==> src/hw/rtl/tcdr_pkg.sv <==
// ----------------------------------------------------------------------------
// Text cell diff renderer package
// Shared types, sizes, codes and the cell address helper.
// ----------------------------------------------------------------------------
package tcdr_pkg;

	localparam int SCREEN_ROWS = 10;
	localparam int SCREEN_COLS = 30;
	localparam int CELL_COUNT  = SCREEN_ROWS * SCREEN_COLS;
	localparam int ADDR_W      = $clog2(CELL_COUNT);
	localparam int SCAN_W      = $clog2(CELL_COUNT + 1);

	localparam int ROW_W  = 4;
	localparam int COL_W  = 5;
	localparam int CLR_W  = 4;
	localparam int CHAR_W = 8;
	localparam int TAB_W  = 5;
	localparam int ACT_W  = 3;
	localparam int KIND_W = 2;

	localparam logic [ROW_W-1:0]  ROW_MAX    = '1;
	localparam logic [COL_W-1:0]  COL_MAX    = '1;
	localparam logic [CHAR_W-1:0] CH_NEWLINE = 8'd10;
	localparam logic [CHAR_W-1:0] CH_TAB     = 8'd9;
	localparam logic [CHAR_W-1:0] CH_SPACE   = 8'd32;
	localparam logic [CLR_W-1:0]  DEF_FG     = 4'd7;
	localparam logic [CLR_W-1:0]  DEF_BG     = 4'd0;
	localparam logic [TAB_W-1:0]  TAB_RESET  = 5'd8;

	typedef enum logic [ACT_W-1:0] {
		ACT_PUT   = 3'd0,
		ACT_POS   = 3'd1,
		ACT_COLOR = 3'd2,
		ACT_START = 3'd3,
		ACT_STEP  = 3'd4,
		ACT_CLEAR = 3'd5
	} action_t;

	typedef enum logic [KIND_W-1:0] {
		TK_MOVE    = 2'd0,
		TK_COLOR   = 2'd1,
		TK_CHAR    = 2'd2,
		TK_NEWLINE = 2'd3
	} kind_t;

	typedef struct packed {
		logic [CHAR_W-1:0] ch;
		logic [CLR_W-1:0]  fg;
		logic [CLR_W-1:0]  bg;
	} cell_t;

	localparam int CELL_W = $bits(cell_t);
	localparam cell_t BLANK_CELL = '{ch: CH_SPACE, fg: DEF_FG, bg: DEF_BG};

	typedef struct packed {
		logic             active;
		logic [CLR_W-1:0] fg;
		logic [CLR_W-1:0] bg;
	} run_t;

	typedef struct packed {
		logic [ROW_W-1:0] row;
		logic [COL_W-1:0] col;
		logic [CLR_W-1:0] fg;
		logic [CLR_W-1:0] bg;
	} track_t;

	// one slot per token kind, the mask marks the slots to send
	typedef struct packed {
		logic [3:0]        mask;
		logic [ROW_W-1:0]  row;
		logic [COL_W-1:0]  col;
		logic [CLR_W-1:0]  fg;
		logic [CLR_W-1:0]  bg;
		logic [CHAR_W-1:0] ch;
	} tok_t;

	function automatic logic [ADDR_W-1:0] cell_addr(logic [ROW_W-1:0] r,
		logic [COL_W-1:0] c);
		cell_addr = ADDR_W'(r) * ADDR_W'(SCREEN_COLS) + ADDR_W'(c);
	endfunction

endpackage

==> src/hw/rtl/tcdr_encoder.sv <==
// ----------------------------------------------------------------------------
// Text cell diff renderer encoder
// Compares one scanned cell with its shadow, updates the run and the tracked
// output state, and lays out the tokens for that cell.
// ----------------------------------------------------------------------------
module tcdr_encoder (
	input  tcdr_pkg::cell_t                frame_cell,
	input  tcdr_pkg::cell_t                shadow,
	input  tcdr_pkg::run_t                 run,
	input  tcdr_pkg::track_t               track,
	input  logic [tcdr_pkg::ROW_W-1:0]     scan_row,
	input  logic [tcdr_pkg::COL_W-1:0]     scan_col,
	output tcdr_pkg::run_t                 run_nx,
	output tcdr_pkg::track_t               track_nx,
	output tcdr_pkg::tok_t                 tok,
	output logic                           shadow_we
);

	logic cell_blank, shd_blank, differ, similar, keep, open, act;
	logic row_end;

	always_comb begin
		cell_blank = (frame_cell.ch == tcdr_pkg::CH_SPACE) || (frame_cell.fg == frame_cell.bg);
		shd_blank  = (shadow.ch == tcdr_pkg::CH_SPACE) || (shadow.fg == shadow.bg);
		if (cell_blank && shd_blank) begin
			differ = (frame_cell.bg != shadow.bg);
		end else begin
			differ = (frame_cell != shadow);
		end
		if ((run.fg == run.bg) || cell_blank) begin
			similar = (run.bg == frame_cell.bg);
		end else begin
			similar = (run.fg == frame_cell.fg) && (run.bg == frame_cell.bg);
		end
		keep    = run.active && similar;
		open    = !keep && differ;
		act     = keep || open;
		row_end = (scan_col == tcdr_pkg::COL_W'(tcdr_pkg::SCREEN_COLS - 1));

		run_nx.active = act;
		run_nx.fg     = open ? frame_cell.fg : run.fg;
		run_nx.bg     = open ? frame_cell.bg : run.bg;

		tok      = '0;
		track_nx = track;
		if (open) begin
			tok.mask[tcdr_pkg::TK_MOVE]  = (track.row != scan_row)
				|| (track.col != scan_col);
			tok.mask[tcdr_pkg::TK_COLOR] = (track.fg != frame_cell.fg)
				|| (track.bg != frame_cell.bg);
			tok.row  = scan_row;
			tok.col  = scan_col;
			tok.fg   = frame_cell.fg;
			tok.bg   = frame_cell.bg;
			track_nx = '{row: scan_row, col: scan_col, fg: frame_cell.fg, bg: frame_cell.bg};
		end
		if (act) begin
			tok.mask[tcdr_pkg::TK_CHAR] = 1'b1;
			tok.ch = (frame_cell.fg == frame_cell.bg) ? tcdr_pkg::CH_SPACE : frame_cell.ch;
			if (row_end) begin
				tok.mask[tcdr_pkg::TK_NEWLINE] = 1'b1;
				if (track_nx.row != tcdr_pkg::ROW_MAX) begin
					track_nx.row = track_nx.row + 1'b1;
				end
				track_nx.col = '0;
			end else if (track_nx.col != tcdr_pkg::COL_MAX) begin
				track_nx.col = track_nx.col + 1'b1;
			end
		end
		shadow_we = act;
	end

endmodule
==> config.mk <==
export PLATFORM = sky130hd
export DESIGN_NAME = tcdr_encoder
export DESIGN_NICKNAME = d
export VERILOG_FILES = /design/src/hw/rtl/tcdr_pkg.sv /design/src/hw/rtl/tcdr_encoder.sv
export SDC_FILE = /design/constraint.sdc
export NUM_CORES = 1
export LEC_CHECK = 0
export ABC_AREA = 0
export BUFFER_PORTS_ARGS = -buffer_cell sky130_fd_sc_hd__buf_4
export CORE_MARGIN = 3
export CORE_UTILIZATION = 45
export DETAILED_ROUTE_END_ITERATION = 10
export GPL_TIMING_DRIVEN = 1
export PLACE_DENSITY = 0.95
export SYNTH_ARGS = -nofsm -noshare
export SYNTH_HDL_FRONTEND = slang
export SYNTH_SLANG_ARGS = --single-unit
export TNS_END_PERCENT = 5
==> constraint.sdc <==
create_clock -name vclk -period 4.9
set_input_delay 0.735 -clock vclk [all_inputs]
set_output_delay 0.735 -clock vclk [all_outputs]
set_load 0.02 [all_outputs]
==> summary.md <==
| Metric | Value |
|---|---|
| Setup repair bufs after CTS | 0 |
| Area growth from synthesis to layout | 58.95% |
| Final net count | approximately 390 |
| Pwr dens | 101.2 mW/mm^2 |
| Global-route usage over all layers | 0.2527 |
| Ys Warns | 0 |
| Pins Over Slew Limit | 0 |
| RSZ-0062 raised after global routing | false |
| Final setup violation count | 0 |
| Net Sw Power | roughly 0.00012 W |
| DIE AREA | roughly 0.0041 sq mm |
| Yosys cell types | 47 |
| Share of cells above drive strength 1 | 0.4259 |
| Comb pwr share | 1.000 |
| Register area | 0 sq um |
| Tmin final | 4.256 ns |
| Internal Power | around 0.00012 W |
| Max Cap Viol | 0 |
| Power after layout | about 0.00024 W |
| Via count | around 2000 |
| DRT iter0 DRCs | about 160 |
| Post-synth top area share | 0.2098 |
| Routed Antenna Nets | 0 |
| Vias in the first global route | 1962 |
| Multi-input gate area | between 0.001 and 0.0015 sq mm |
| Hold Fails Final Rpt | 0 |
| Dpl cell area | 0.002389 sq mm |
| Via density | 5.532 |
| DPL Wire Length | 4.563 mm |
| Hold depth | 3 |
| Top cells by count, synth | xnor2_1 (36), and3_1 (22), a21o_1 (17) |
| Clock network power share | 0 |
| CP required | between 4 and 5 ns |
| Worst Setup End Kind | primary output |
| Achievable clock frequency | between 0.2 and 0.25 GHz |
| Critical path peak fanout | 16 |
| CTS resizes | 0 |
| Worst-Margin Slew | roughly 0.48 ns |
| Sequential Power Share | 0 |
| Hold crit path type | in2out |
| Slew HR | 0.6776 |
| Top cells by area, synth | xnor2_1 (21%), xor2_1 (9.3%), and3_1 (9.2%) |
| Layout fillers | between 200 and 300 |
| Worst setup startpoint | frame_cell[3] |
| First-pass GRT wire length | just under 9 mm |
| X dimension of the die | 63.79 um |
| Netlist Area Pre-Place | between 0.0015 and 0.002 sq mm |
| CP Class | in2out |
| Core Area | around 0.0031 sq mm |
| Syn_area_per_cell | ~7.1 sq um |
| Final hold slack | 1.784 ns |
| Synth area leader | xnor2_1 |
| Die Y | 63.79 um |
| Peak supply drop | approximately 0.000072 V |
| Gr ovfl total | 0 |
| Outcome | completed |
| Sequential-to-total area share from yosys stat | 0 |
| Number of antenna violations at the first check in global routing | 0 |
| FF+latch count | 0 |
| Start point of the worst hold path | track[7] |
| Initial core utilization | 0.4804 |
| Final instance area | 0.002389 sq mm |
| Worst Hold End | track_nx[7] |
| Pin count of the biggest net entering global routing | 27 |
| Arr. time, crit path | about 3.5 ns |
| Clkbuf count | 0 |
| DR WL/cell | ~15 um |
| Syn nets | 280 |
| Drt first pass iters | 7 |
| Final WL | between 5 and 6 mm |
| Switching power share of the total | 0.5089 |
| DRC | 0 |
| Most frequent cell after synthesis | xnor2_1 |
| Final weighted congestion in routability-driven placement | approximately 0.9 |
| Row cnt | 20 |
| CP startpoint kind | input pin |
| Post-Synthesis Cells | ~210 |
| Setup TNS | 0 ns |
| Post-CTS Hold Fix Bufs | 0 |
| Antenna Cells | 0 |
| Port bufs | between 100 and 150 |
| Final period util | 0.8685 |
| Pleak | roughly 1.2 nW |
| Num ports | about 120 |
## how the worst max path moves through the flow
stage                               to  slack, ns  cells past startpoint
after floorplan            track_nx[8]       1.04                     12
after global placement    track_nx[11]       0.85                     14
after detailed placement  track_nx[11]       0.68                     14
after CTS                 track_nx[11]       0.68                     14
after global routing      track_nx[11]       0.35                     14
final                     track_nx[11]       0.64                     14
## cells by family (layout without fill, tap and decap cells)
logic type / count (synthesis) / after routing / share of synthesized area
compound gates: 47 / 47 / 0.2365
simple gates: 77 / 77 / 0.3181
mux: 6 / 6 / 0.04246
xor+xnor: 52 / 52 / 0.3031
buf+inv: 29 / 134 / 0.09158
fa+ha+maj: 1 / 1 / 0.008325
## stage by stage
step | setup WS, ns | util | instances
after CTS | 0.6751 | 0.7636 | 361
after detailed placement | 0.6817 | 0.7636 | 361
after global placement | 0.8517 | 0.7636 | 361
final | 0.6443 | 0.7636 | 361
after global routing | 0.3472 | 0.7636 | 361
after floorplan | 1.045 | - | 212
## cell usage in the layout, fill, tap and decap left out, types with 2 or more instances in the layout
master / count
and3_1: 22
nor2b_1: 3
a31oi_1: 3
nand3_1: 7
nor4b_1: 2
mux2i_1: 5
a21oi_1: 6
nor4_1: 5
xnor2_1: 36
nor2_1: 5
o211ai_1: 2
o221ai_1: 3
nand2_1: 9
nand4_1: 11
inv_1: 9
o21ai_0: 2
nor3_1: 3
nand2b_1: 2
a41o_1: 2
a21o_1: 17
xor2_1: 16
buf_4: 124
## area by class of cell
cell class                 instances  area share
inverter                          10     0.01572
multi-input combinational        183      0.5715
tap                               44     0.02305
timing repair buffer             124      0.3897
## worst max-delay path, stage by stage
cell and delay [ns]:
buf_4 0.12, inv_2 0.05, a22o_1 0.25, nor4_4 0.31, nand2_1 0.32, nand2_1 0.32
mux2i_1 0.34, inv_1 0.11, ha_1 0.26, nand4_1 0.14, mux2i_2 0.12, o211ai_1 0.19
o21ai_1 0.09, buf_4 0.17
## per-layer routing
layer / wire length [um] / global-route usage
met3: 423 / 0.02285
met4: 100 / 0.04852
met1: 2261 / 0.3146
met5: 0 / 0
met2: 2664 / 0.4671
## power groups by stage
stage | sequential (W) | clock (W) | combinational (W)
after floorplan | 0 | 0 | 0.000127
final | 0 | 0 | 0.000242
after global routing | 0 | 0 | 0.000259
after global placement | 0 | 0 | 0.000236
after CTS | 0 | 0 | 0.000241
after detailed placement | 0 | 0 | 0.000240
(Power assumes the default switching activity.)
